`src/design/qcs_pkg.sv`:
```
package qcs_pkg;

	localparam int SHARES     = 8;
	localparam int PRIORITIES = 4;
	localparam int LIST_N     = 2 * PRIORITIES;

	localparam int ID_W   = $clog2(SHARES);
	localparam int LINK_W = $clog2(SHARES + 1);
	localparam int LIST_W = $clog2(LIST_N);
	localparam int OWN_W  = $clog2(LIST_N + 1);
	localparam int PRIO_W = 2;
	localparam int CUR_W  = 4;
	localparam int IDX_W  = (ID_W > $clog2(PRIORITIES)) ? ID_W : $clog2(PRIORITIES);

	localparam logic [LINK_W-1:0] NIL      = LINK_W'(SHARES);
	localparam logic [OWN_W-1:0]  NO_OWNER = OWN_W'(LIST_N);
	localparam logic [CUR_W-1:0]  IDLE_ID  = CUR_W'(SHARES);
	localparam logic [CUR_W-1:0]  NONE_ID  = CUR_W'(SHARES + 1);

	localparam logic [31:0] RST_SUPER_PERIOD = 32'd1000000;
	localparam logic [31:0] RST_FILL_QUANTUM = 32'd10000;

	localparam logic REG_SUPER_PERIOD = 1'b0;
	localparam logic REG_FILL_QUANTUM = 1'b1;

	typedef enum logic [2:0] {
		K_UPDATE  = 3'd0,
		K_READY   = 3'd1,
		K_UNREADY = 3'd2,
		K_YIELD   = 3'd3,
		K_REMOVE  = 3'd4,
		K_INSERT  = 3'd5,
		K_QUOTA   = 3'd6
	} kind_t;

	typedef enum logic [1:0] {
		SCH_UTD   = 2'd0,
		SCH_OOD   = 2'd1,
		SCH_YIELD = 2'd2
	} sched_t;

	typedef enum logic [4:0] {
		OP_NOP,
		OP_LATCH,
		OP_READY,
		OP_UNREADY,
		OP_YIELD,
		OP_CLEAR,
		OP_INSERT,
		OP_QUOTA,
		OP_DUR,
		OP_RCALC,
		OP_CHARGE,
		OP_PERIOD,
		OP_REFILL,
		OP_SCAN,
		OP_PICK_FILL,
		OP_REM,
		OP_REM_OWN,
		OP_INS,
		OP_EMIT
	} dp_op_t;

	typedef enum logic {
		CH_CLAIM,
		CH_FILL
	} chain_sel_t;

	typedef enum logic [1:0] {
		LI_RCL,
		LI_UCL,
		LI_OWN
	} li_sel_t;

	typedef enum logic [4:0] {
		ST_IDLE,
		ST_DISPATCH,
		ST_READY,
		ST_RFILL,
		ST_UNREADY,
		ST_UFREM,
		ST_URET,
		ST_MCREM,
		ST_MCLEAR,
		ST_YIELD,
		ST_INSERT,
		ST_QSTART,
		ST_QFIELDS,
		ST_DUR,
		ST_RCALC,
		ST_CHARGE,
		ST_CLM,
		ST_CLM2,
		ST_PERIOD,
		ST_REFILL,
		ST_SCAN,
		ST_PFILL,
		ST_DONE,
		ST_PUT_REM,
		ST_PUT_INS,
		ST_REM
	} ctl_state_t;

	typedef struct packed {
		dp_op_t     op;
		chain_sel_t chain;
		li_sel_t    li;
		logic       head;
		logic       subj_cur;
	} dp_cmd_t;

	typedef struct packed {
		logic [2:0] kind;
		logic       sid_ok;
		logic       present;
		logic       ready;
		logic       quota_nz;
		logic       claim_nz;
		logic       q_in_nz;
		logic       cur_share;
		logic       cur_claim_nz;
		logic       cur_quota_nz;
		logic       cur_ready;
		logic       fill_head_cur;
		logic       r_nz;
		logic       yielded;
		logic       period_gt_dur;
		logic       idx_last;
		logic       idx_zero;
		logic       scan_hit;
	} dp_stat_t;

	typedef struct packed {
		chain_sel_t chain;
		li_sel_t    li;
		logic       head;
		logic       subj_cur;
		ctl_state_t ret;
	} call_t;

endpackage

```
`src/design/qcs_ctrl.sv`:
```
module qcs_ctrl
	import qcs_pkg::*;
(
	input  logic     clk,
	input  logic     arst_n,
	input  logic     in_valid,
	output logic     in_ready,
	output logic     out_valid,
	input  logic     out_ready,
	input  dp_stat_t stat,
	output dp_cmd_t  cmd
);

	ctl_state_t state_q, state_d;
	call_t      call_q, call_d;
	logic       call_load;
	logic       out_valid_q;
	logic       in_accept, emit;

	assign in_ready  = (state_q == ST_IDLE);
	assign in_accept = in_valid && in_ready;
	assign out_valid = out_valid_q;
	assign emit      = (state_q == ST_DONE) && (!out_valid_q || out_ready);

	// next state; list moves go through the PUT/REM helper states
	always_comb begin
		state_d   = state_q;
		call_d    = call_q;
		call_load = 1'b0;
		case (state_q)
			ST_IDLE: if (in_accept) state_d = ST_DISPATCH;
			ST_DISPATCH: begin
				case (stat.kind)
					K_UPDATE:  state_d = ST_DUR;
					K_READY:   state_d = (stat.sid_ok && stat.present && !stat.ready)
						? ST_READY : ST_DONE;
					K_UNREADY: state_d = (stat.sid_ok && stat.ready) ? ST_UNREADY : ST_DONE;
					K_YIELD:   state_d = ST_YIELD;
					K_REMOVE:  state_d = !(stat.sid_ok && stat.present) ? ST_DONE
						: (stat.ready ? ST_UNREADY : ST_MCREM);
					K_INSERT:  state_d = (stat.sid_ok && !stat.present) ? ST_INSERT : ST_DONE;
					K_QUOTA:   state_d = (stat.sid_ok && stat.present) ? ST_QSTART : ST_DONE;
					default:   state_d = ST_DONE;
				endcase
			end
			ST_READY: begin
				if (stat.quota_nz) begin
					call_d    = '{CH_CLAIM, LI_RCL, stat.claim_nz, 1'b0, ST_RFILL};
					call_load = 1'b1;
					state_d   = ST_PUT_REM;
				end else begin
					state_d = ST_RFILL;
				end
			end
			ST_RFILL: begin
				call_d    = '{CH_FILL, LI_RCL, 1'b0, 1'b0, ST_DONE};
				call_load = 1'b1;
				state_d   = ST_PUT_REM;
			end
			ST_UNREADY: state_d = ST_UFREM;
			ST_UFREM: begin
				if (stat.quota_nz) begin
					call_d    = '{CH_CLAIM, LI_UCL, 1'b0, 1'b0, ST_URET};
					call_load = 1'b1;
					state_d   = ST_PUT_REM;
				end else begin
					state_d = ST_URET;
				end
			end
			ST_URET:   state_d = (stat.kind == K_REMOVE) ? ST_MCREM : ST_DONE;
			ST_MCREM:  state_d = ST_MCLEAR;
			ST_MCLEAR: state_d = ST_DONE;
			ST_YIELD:  state_d = ST_DONE;
			ST_INSERT: begin
				if (stat.q_in_nz) begin
					call_d    = '{CH_CLAIM, LI_UCL, 1'b1, 1'b0, ST_DONE};
					call_load = 1'b1;
					state_d   = ST_PUT_REM;
				end else begin
					state_d = ST_DONE;
				end
			end
			ST_QSTART: begin
				state_d = ST_QFIELDS;
				if (stat.quota_nz && !stat.q_in_nz) begin
					call_d    = '{CH_CLAIM, LI_OWN, 1'b0, 1'b0, ST_QFIELDS};
					call_load = 1'b1;
					state_d   = ST_REM;
				end else if (!stat.quota_nz && stat.q_in_nz) begin
					call_d    = '{CH_CLAIM, LI_OWN, 1'b0, 1'b0, ST_QFIELDS};
					call_load = 1'b1;
					state_d   = ST_PUT_REM;
				end
			end
			ST_QFIELDS: state_d = ST_DONE;
			ST_DUR:     state_d = ST_RCALC;
			ST_RCALC:   state_d = ST_CHARGE;
			ST_CHARGE: begin
				state_d = ST_PERIOD;
				if (stat.cur_share) begin
					if (stat.cur_claim_nz) begin
						if (stat.cur_quota_nz) state_d = ST_CLM;
					end else if (stat.fill_head_cur && !stat.r_nz) begin
						call_d    = '{CH_FILL, LI_RCL, 1'b0, 1'b1, ST_PERIOD};
						call_load = 1'b1;
						state_d   = ST_PUT_REM;
					end
				end
			end
			ST_CLM: begin
				if (!stat.cur_claim_nz && stat.cur_ready) begin
					call_d    = '{CH_CLAIM, LI_RCL, 1'b0, 1'b1, ST_CLM2};
					call_load = 1'b1;
					state_d   = ST_PUT_REM;
				end else begin
					state_d = ST_PERIOD;
				end
			end
			ST_CLM2: begin
				if (!stat.yielded) begin
					call_d    = '{CH_FILL, LI_RCL, 1'b1, 1'b1, ST_PERIOD};
					call_load = 1'b1;
					state_d   = ST_PUT_REM;
				end else begin
					state_d = ST_PERIOD;
				end
			end
			ST_PERIOD: state_d = stat.period_gt_dur ? ST_SCAN : ST_REFILL;
			ST_REFILL: if (stat.idx_last) state_d = ST_SCAN;
			ST_SCAN: begin
				if (stat.scan_hit) state_d = ST_DONE;
				else if (stat.idx_zero) state_d = ST_PFILL;
			end
			ST_PFILL:   state_d = ST_DONE;
			ST_DONE:    if (emit) state_d = ST_IDLE;
			ST_PUT_REM: state_d = ST_PUT_INS;
			ST_PUT_INS: state_d = call_q.ret;
			ST_REM:     state_d = call_q.ret;
			default:    state_d = ST_IDLE;
		endcase
	end

	// datapath command per state
	always_comb begin
		cmd          = '0;
		cmd.chain    = call_q.chain;
		cmd.li       = call_q.li;
		cmd.head     = call_q.head;
		cmd.subj_cur = call_q.subj_cur;
		case (state_q)
			ST_IDLE:      cmd.op = in_accept ? OP_LATCH : OP_NOP;
			ST_READY:     cmd.op = OP_READY;
			ST_UNREADY:   cmd.op = OP_UNREADY;
			ST_UFREM: begin
				cmd.op       = OP_REM;
				cmd.chain    = CH_FILL;
				cmd.subj_cur = 1'b0;
			end
			ST_MCREM: begin
				cmd.op       = OP_REM;
				cmd.chain    = CH_CLAIM;
				cmd.li       = LI_UCL;
				cmd.subj_cur = 1'b0;
			end
			ST_MCLEAR:    cmd.op = OP_CLEAR;
			ST_YIELD:     cmd.op = OP_YIELD;
			ST_INSERT:    cmd.op = OP_INSERT;
			ST_QFIELDS:   cmd.op = OP_QUOTA;
			ST_DUR:       cmd.op = OP_DUR;
			ST_RCALC:     cmd.op = OP_RCALC;
			ST_CHARGE:    cmd.op = OP_CHARGE;
			ST_PERIOD:    cmd.op = OP_PERIOD;
			ST_REFILL:    cmd.op = OP_REFILL;
			ST_SCAN:      cmd.op = OP_SCAN;
			ST_PFILL:     cmd.op = OP_PICK_FILL;
			ST_DONE:      cmd.op = emit ? OP_EMIT : OP_NOP;
			ST_PUT_REM:   cmd.op = OP_REM_OWN;
			ST_PUT_INS:   cmd.op = OP_INS;
			ST_REM:       cmd.op = OP_REM;
			default:      cmd.op = OP_NOP;
		endcase
		// status reads in non-helper states refer to the event's share
		if (state_q != ST_PUT_REM && state_q != ST_PUT_INS && state_q != ST_REM
			&& state_q != ST_UFREM && state_q != ST_MCREM)
			cmd.subj_cur = 1'b0;
	end

	always_ff @(posedge clk or negedge arst_n) begin
		if (!arst_n) begin
			state_q     <= ST_IDLE;
			call_q      <= '{CH_CLAIM, LI_RCL, 1'b0, 1'b0, ST_IDLE};
			out_valid_q <= 1'b0;
		end else begin
			state_q <= state_d;
			if (call_load)
				call_q <= call_d;
			if (emit)
				out_valid_q <= 1'b1;
			else if (out_ready)
				out_valid_q <= 1'b0;
		end
	end

	a_emit_free: assert property (@(posedge clk) disable iff (!arst_n)
		(cmd.op == OP_EMIT) |-> (!out_valid_q || out_ready))
		else $error("result overwritten before it was taken");

	a_idle_hold: assert property (@(posedge clk) disable iff (!arst_n)
		(state_q == ST_IDLE && !in_accept) |=> (state_q == ST_IDLE))
		else $error("left idle without an accepted word");

	a_put_pair: assert property (@(posedge clk) disable iff (!arst_n)
		(state_q == ST_PUT_REM) |=> (state_q == ST_PUT_INS))
		else $error("list unlink not followed by link");

endmodule

```
`config.mk`:
```
export PLATFORM = sky130hd
export DESIGN_NAME = qcs_ctrl
export DESIGN_NICKNAME = d
export VERILOG_FILES = /design/src/design/qcs_pkg.sv /design/src/design/qcs_ctrl.sv
export SDC_FILE = /design/constraint.sdc
export NUM_CORES = 1
export LEC_CHECK = 0
export BUFFER_PORTS_ARGS = -buffer_cell sky130_fd_sc_hd__buf_2
export CORE_ASPECT_RATIO = 0.5
export CORE_MARGIN = 1.5
export CORE_UTILIZATION = 50
export DETAILED_ROUTE_END_ITERATION = 10
export GPL_TIMING_DRIVEN = 0
export PLACE_DENSITY = 0.76
export RECOVER_POWER = 50
export SYNTH_ARGS = -nofsm -noshare
export SYNTH_HDL_FRONTEND = slang
export SYNTH_SLANG_ARGS = --single-unit
```
`constraint.sdc`:
```
create_clock -name clk -period 1.6 [get_ports clk]
set_input_delay 0.08 -clock clk [delete_from_list [all_inputs] [get_ports clk]]
set_output_delay 0.08 -clock clk [all_outputs]
set_load 0.005 [all_outputs]
```
==> run_results.csv, run 1 <==
group,metric,value,unit
timing,final-max-slew-violation-count,0,
min_path,min_from,"stat[2]",
power,vdd_drop_max,0.00147,V
clock_tree,cts_root_buf,"clkbuf_8",
die,die_area,0.00417,sq mm
clock_tree,htree_levels,1,
yosys,synthesis.instances,254,
global_route,antenna_found_initial,1,
timing,hold_violations,0,
yosys,netlist.area_leader.share,0.199,
global_route,grt_pass1_vias,2276,
detailed_routing,finalWirelength,9.27,mm
placed_design,port_buffers,33,
yosys,synth.net_count,280,
yosys,synth-edff-count,0,
detailed_routing,post-route-drc-count,0,
detailed_routing,routed_via_density,7.11,
global_route,grt_pass1_wl,12.0,mm
die,fp.dieW,89.8,um
yosys,synth_ff_type,"dfrtp_1",
yosys,yosysUniqueCellTypes,62,
die,die_h,46.4,um
run_status,status,"finished, violations left",
timing,maxSlewHeadroom,0.327,
power,powerDensity,2420,mW/mm^2
clock_tree,clkTransAtPathRegs,80,ps
power,p_sw_frac,0.501,
global_route,overflow,0,
run_status,violations,"setup timing",
min_path,holdPathEnd,"state_q[0]",
setup_path,critical_path.max_fanout,6,
power,clkPwrFrac,0.049,
clock_tree,clkLatencyLatePin,270,ps
detailed_routing,first_iter_violations,378,
setup_path,worstSetupPathType,"reg2reg",
setup_path,path_cells,"buf_6 -> nor4b_4 -> o21ai_1 -> o211ai_1 -> a21oi_4 -> mux2_4",
finish,num-nets-final,362,
setup_path,critPathTopFamily,"compound AO/OA/AOI/OAI gates",
setup_path,arrival,2180,ps
setup_path,end_kind,"flop",
placed_design,place_inst,338,
timing,rsz0062_at_grt,"yes",
yosys,synth_area,0.00188,sq mm
yosys,ys_ff_latch,15,
yosys,synth.area.top_cells,"dfrtp_1, o21ai_0, nand2b_1",
die,rows,15,
yosys,avgSynthCellArea,7.41,sq um
setup_path,crit_start,"state_q[1]",
timing,fin_skew,8.71,ps
clock_tree,tritoncts,"built",
die,design.core.area,0.00351,sq mm
timing,setup_viol,24,
setup_path,crit_required,1750,ps
power,internal_power,3.63,mW
power,total_power,7.28,mW
power,p_comb_frac,0.852,
setup_path,cp-start-kind,"flop",
yosys,yosysMostFrequentCell,"o21ai_0",
setup_path,reg2reg_depth,6,
finish,fin_cells,387,
yosys,synthArstFlopShare,1.00,
finish,area_delta_synth_final,59.9,%
setup_path,reg2reg_slack,-430,ps
timing,min_period,2030,ps
detailed_routing,drt_pass1_iterations,7,
min_path,hp-class,"in2reg",
power,power.leakage,1.34,nW
clock_tree,clockBufferDepth,2,
clock_tree,cts_buffers,3,
power,switchingPower,3.65,mW
global_route,grt_max_degree,16,
job,maxCapViolations,0,
setup_path,crit_buf_inv,1,
placed_design,place_ws,-433,ps
clock_tree,cts.sinks,15,
timing,setup_ws,-427,ps
global_route,grt_use_total,0.385,
setup_path,slowest_stage,"dfrtp_1",
finish,drive_gt1_frac,0.481,
min_path,hold-path-cell-count,3,
die,io_pins,36,
timing,worst_slew_pin_slew,1010,ps
detailed_routing,wire_per_inst,24.0,um
yosys,synth_common_cells,"o21ai_0, nand2_1, nor2_1",
placed_design,place_congestion,1.01,
timing,fmax,493,MHz
setup_path,r2r-end,"call_q[2]",
power,seqPwrFrac,0.099,
yosys,synth-warning-count,0,
yosys,yosysSeqAreaShare,0.199,
yosys,yosysTopAreaCell,"dfrtp_1",
die,start_util,0.537,
placed_design,dp_hpwl,5.12,mm
detailed_routing,postRouteAntennaNets,0,
timing,post-route-period-util,1.27,
setup_path,rr_startpoint,"state_q[1]",
setup_path,max_stage_delay,450,ps
detailed_routing,via_count,2752,
==> stage by stage <==
stage	util	hold WS [ps]	TNS, ps	cell area, sq um
CTS	0.777	218	-3490	2730
global placement	0.622	8.89	-6420	2180
global route	0.857	251	-6950	3010
floorplan	-	-216	-332	1950
finish	0.858	221	-6640	3010
detailed placement	0.622	18.6	-5780	2180
==> final cells by class <==
cell class / instances / area [sq um]
Clock buffer: 3 / 41.3
Clock inverter: 1 / 5.00
Fill cell: 183 / 498
Sequential cell: 15 / 378
Inverter: 11 / 48.8
Multi-Input combinational cell: 206 / 1620
Buffer: 23 / 290
Timing Repair Buffer: 76 / 563
Tap cell: 51 / 63.8
Antenna cell: 1 / 2.50
==> layer usage <==
| metal | share of wire | vias up | GRT usage |
|---|---|---|---|
| met2 | 0.40 | 307 | 0.620 |
| li1 | - | 1106 | - |
| met5 | 0 | - | 0 |
| met1 | 0.36 | 1252 | 0.493 |
| met3 | 0.17 | 87 | 0.152 |
| met4 | 0.062 | 0 | 0.102 |
==> power groups by stage <==
| stage | Combinational, mW | Sequential (mW) | Clock (mW) |
|---|---|---|---|
| after floorplan | 2.65 | 0.646 | 0 |
| final | 6.20 | 0.720 | 0.356 |
| after CTS | 4.96 | 0.672 | 0.330 |
| after global routing | 6.35 | 0.722 | 0.362 |
| after global placement | 3.64 | 0.673 | 0 |
| after detailed placement | 3.62 | 0.676 | 0 |
==> logic make-up (layout without fill, tap and decap cells) <==
logic type | count (synthesis) | in the layout | synth area share
AO/OA/AOI/OAI | 89 | 90 | 0.328
adder cells (fa/ha/maj) | 2 | 2 | 0.0133
buffers and inverters | 34 | 114 | 0.100
flip-flops | 15 | 15 | 0.199
multiplexers | 9 | 9 | 0.0505
other | 0 | 1 | 0
AND/OR/NAND/NOR | 105 | 105 | 0.308
==> sequential cells by signal (all words and copies together), names as in the netlist <==
signal     count
call_q         8
state_q        5
cmd            1
out_valid      1
==> worst register-to-register path: stages (launching register included) <==
cell and delay, ps:
dfrtp_1 450, buf_6 180, nor4b_4 310, o21ai_1 140, o211ai_1 360, a21oi_4 140, mux2_4 340
==> worst max path at each step <==
stage          depth (start not counted)  slack [ps]          to
3_5_place_dp                           6        -430  state_q[4]
4_1_cts                                7        -250      cmd[1]
6_report                               6        -430   call_q[2]
2_1_floorplan                          6         -70  state_q[2]
3_3_place_gp                           6        -490  state_q[4]
5_1_grt                                6        -450      cmd[1]
==> layout by cell type, fill, tap and decap left out, drive strengths merged, types with 7 or more instances in the layout <==
cell	n
buf	91
o21ai	28
nand2	22
nor2	17
dfrtp	15
a21oi	14
nand2b	13
inv	11
nor2b	11
nand3	10
clkbuf	10
nor3	8
o211ai	7
==> repair_timing <==
| item | 4_1_cts | 5_1_grt |
|---|---|---|
| endpoints found under the setup margin | 25 | 24 |
| pin swaps | 15 | 20 |
| gates cloned | 4 | 2 |
| buffers inserted | 27 | 10 |
| hold endpoints to repair | 15 | 0 |
| hold buffers | 1 | 0 |
| resized for setup | 73 | 49 |
No activity file was read; power rests on OpenSTA's default activity.
==> run 2: changes to the inputs <==
- CORE_ASPECT_RATIO: 0.5 -> 0.75
==> run 2 against run 1 <==
The flow still finishes with violations (setup timing); die area fell by 0.45%; clock power fell by 6.5%; sequential share of layout area rose by 1.1 points; via count fell by 11%; critical endpoint is now state_q[2].
==> run_results.csv, run 2 (same netlist as run 1, synthesis figures left out) <==
group,metric,value,unit
run_status,status,"finished, violations left",
run_status,violations,"setup timing",
detailed_routing,wire_per_inst,20.8,um
timing,finalSetupTns,-4770,ps
timing,worst_slew_pin_slew,935,ps
die,die_area,0.00415,sq mm
power,switchingPower,3.23,mW
power,powerDensity,2310,mW/mm^2
clock_tree,cts_root_buf,"clkbuf_8",
clock_tree,cts.sinks,15,
timing,min_period,1910,ps
die,io_pins,36,
die,die_h,56.1,um
clock_tree,clkLatencyLatePin,260,ps
clock_tree,tritoncts,"built",
min_path,hp-class,"in2reg",
clock_tree,htree_levels,1,
power,p_sw_frac,0.508,
power,clkPwrFrac,0.052,
power,total_power,6.36,mW
setup_path,critPathTopFamily,"simple AND/OR/NAND/NOR gates",
clock_tree,cts_buffers,3,
finish,n_fill_cell,250,
power,power.leakage,1.19,nW
detailed_routing,via_count,2456,
finish,multi_input_area,0.00161,sq mm
finish,regMostFlops,"call_q",
detailed_routing,first_iter_violations,480,
global_route,grt_pass1_wl,11.0,mm
detailed_routing,drt_pass1_iterations,6,
power,p_comb_frac,0.840,
timing,post-route-period-util,1.20,
detailed_routing,post-route-drc-count,0,
placed_design,place_congestion,0.961,
die,rows,19,
clock_tree,clkTransAtPathRegs,70,ps
die,start_util,0.518,
timing,final-max-slew-violation-count,0,
finish,largest_register_ffs,8,
setup_path,crit_buf_inv,1,
global_route,grt_max_degree,16,
finish,antenna_cells,0,
detailed_routing,finalWirelength,7.67,mm
global_route,grt_use_total,0.351,
global_route,antenna_found_initial,0,
timing,setup_ws,-313,ps
finish,area_delta_synth_final,46.5,%
timing,hold_violations,0,
setup_path,worstSetupPathType,"reg2reg",
timing,maxSlewHeadroom,0.377,
setup_path,critical_path.max_fanout,4,
timing,fmax,523,MHz
setup_path,cp-start-kind,"flop",
global_route,overflow,0,
detailed_routing,postRouteAntennaNets,0,
power,vdd_drop_max,0.00119,V
clock_tree,clockBufferDepth,2,
setup_path,arrival,2060,ps
setup_path,max_stage_delay,540,ps
finish,final_cell_mix,"buf_2, buf_4, nand2_1, o21ai_0, dfrtp_1",
timing,setup_viol,24,
power,seqPwrFrac,0.108,
finish,drive_gt1_frac,0.413,
setup_path,path_cells,"buf_4 -> nand2b_1 -> a211o_1 -> o211ai_1 -> or4b_4 -> a22o_1",
setup_path,slowest_stage,"or4b_4",
placed_design,port_buffers,33,
timing,rsz0062_at_grt,"yes",
setup_path,crit_required,1750,ps
finish,seqCellArea,378,sq um
timing,fin_skew,4.01,ps
global_route,grt_pass1_vias,2061,
setup_path,end_kind,"flop",
finish,layout_commonest_cell,"buf_2",
die,fp.dieW,73.9,um
placed_design,dp_hpwl,4.70,mm
finish,reg_top3,"call_q: 8 flops, state_q: 5 flops",
power,internal_power,3.13,mW
detailed_routing,routed_via_density,6.66,
job,maxCapViolations,0,
finish,num-nets-final,344,
die,design.core.area,0.00364,sq mm
run 2: cell count changes in the layout (fill, tap and decap cells not counted), sizes merged:
cell    previous run  this run
clkbuf            10         9
diode              1         0
clkinv             1         0
buf               91        75
run 2: final timing paths:
| check | from | end | slack, ps | cells after the start |
|---|---|---|---|---|
| hold reg to reg | call_q[5] | call_q[5] | 490 | 1 |
| setup reg to reg | state_q[1] | state_q[2] | -310 | 6 |
| setup / recovery | state_q[1] | state_q[2] | -310 | 6 |
| min in group asynchronous | arst_n | state_q[0] | 470 | 2 |
| hold / removal | stat[12] | cmd[1] | 230 | 4 |
| max in group asynchronous | arst_n | state_q[4] | 490 | 2 |
run 2: timing repair:
| action | 4_1_cts | 5_1_grt |
|---|---|---|
| setup endpoints to repair | 25 | 24 |
| hold buffers | 1 | 0 |
| gates resized for setup | 56 | 31 |
| buffers inserted | 17 | 5 |
| cloned | 2 | 1 |
| pin swaps | 9 | 15 |
| hold endpoints to repair | 15 | 0 |
run 2: routing by layer:
layer	up-vias	track usage	part of all wire
li1	1073	-	-
met1	1115	0.540	0.40
met2	216	0.474	0.43
met3	52	0.0960	0.14
met4	0	0.0952	0.039
met5	-	0	0
run 2: worst reg2reg max path, cell delays in order (launching register included):
cell	delay, ps
dfrtp_1	430
buf_4	170
nand2b_1	240
a211o_1	140
o211ai_1	100
or4b_4	540
a22o_1	190
run 2: final cells by class:
type,count,share of cell area
inverters,11,0.0159
multi-input cells,206,0.582
repair buffers,58,0.140
plain buffers,23,0.0848
well taps,52,0.0236
flip-flops and latches,15,0.137
clock buffers,4,0.0163
run 2: power by group through the flow:
stage / clock (mW) / sequential, mW / combinational (mW)
2_1_floorplan: 0 / 0.646 / 2.65
3_3_place_gp: 0 / 0.681 / 3.57
3_5_place_dp: 0 / 0.683 / 3.57
4_1_cts: 0.334 / 0.675 / 4.45
5_1_grt: 0.353 / 0.695 / 5.58
6_report: 0.333 / 0.687 / 5.34
run 2: per-stage QoR:
stage	hold slack, ps	utilization	instances	cell area (sq um)	setup WS [ps]
floorplan	-216	-	254	1950	-69.7
global placement	25.4	0.601	339	2180	-387
detailed placement	28.0	0.601	339	2180	-354
CTS	200	0.702	363	2550	-244
global route	254	0.759	369	2760	-339
finish	230	0.759	369	2760	-313
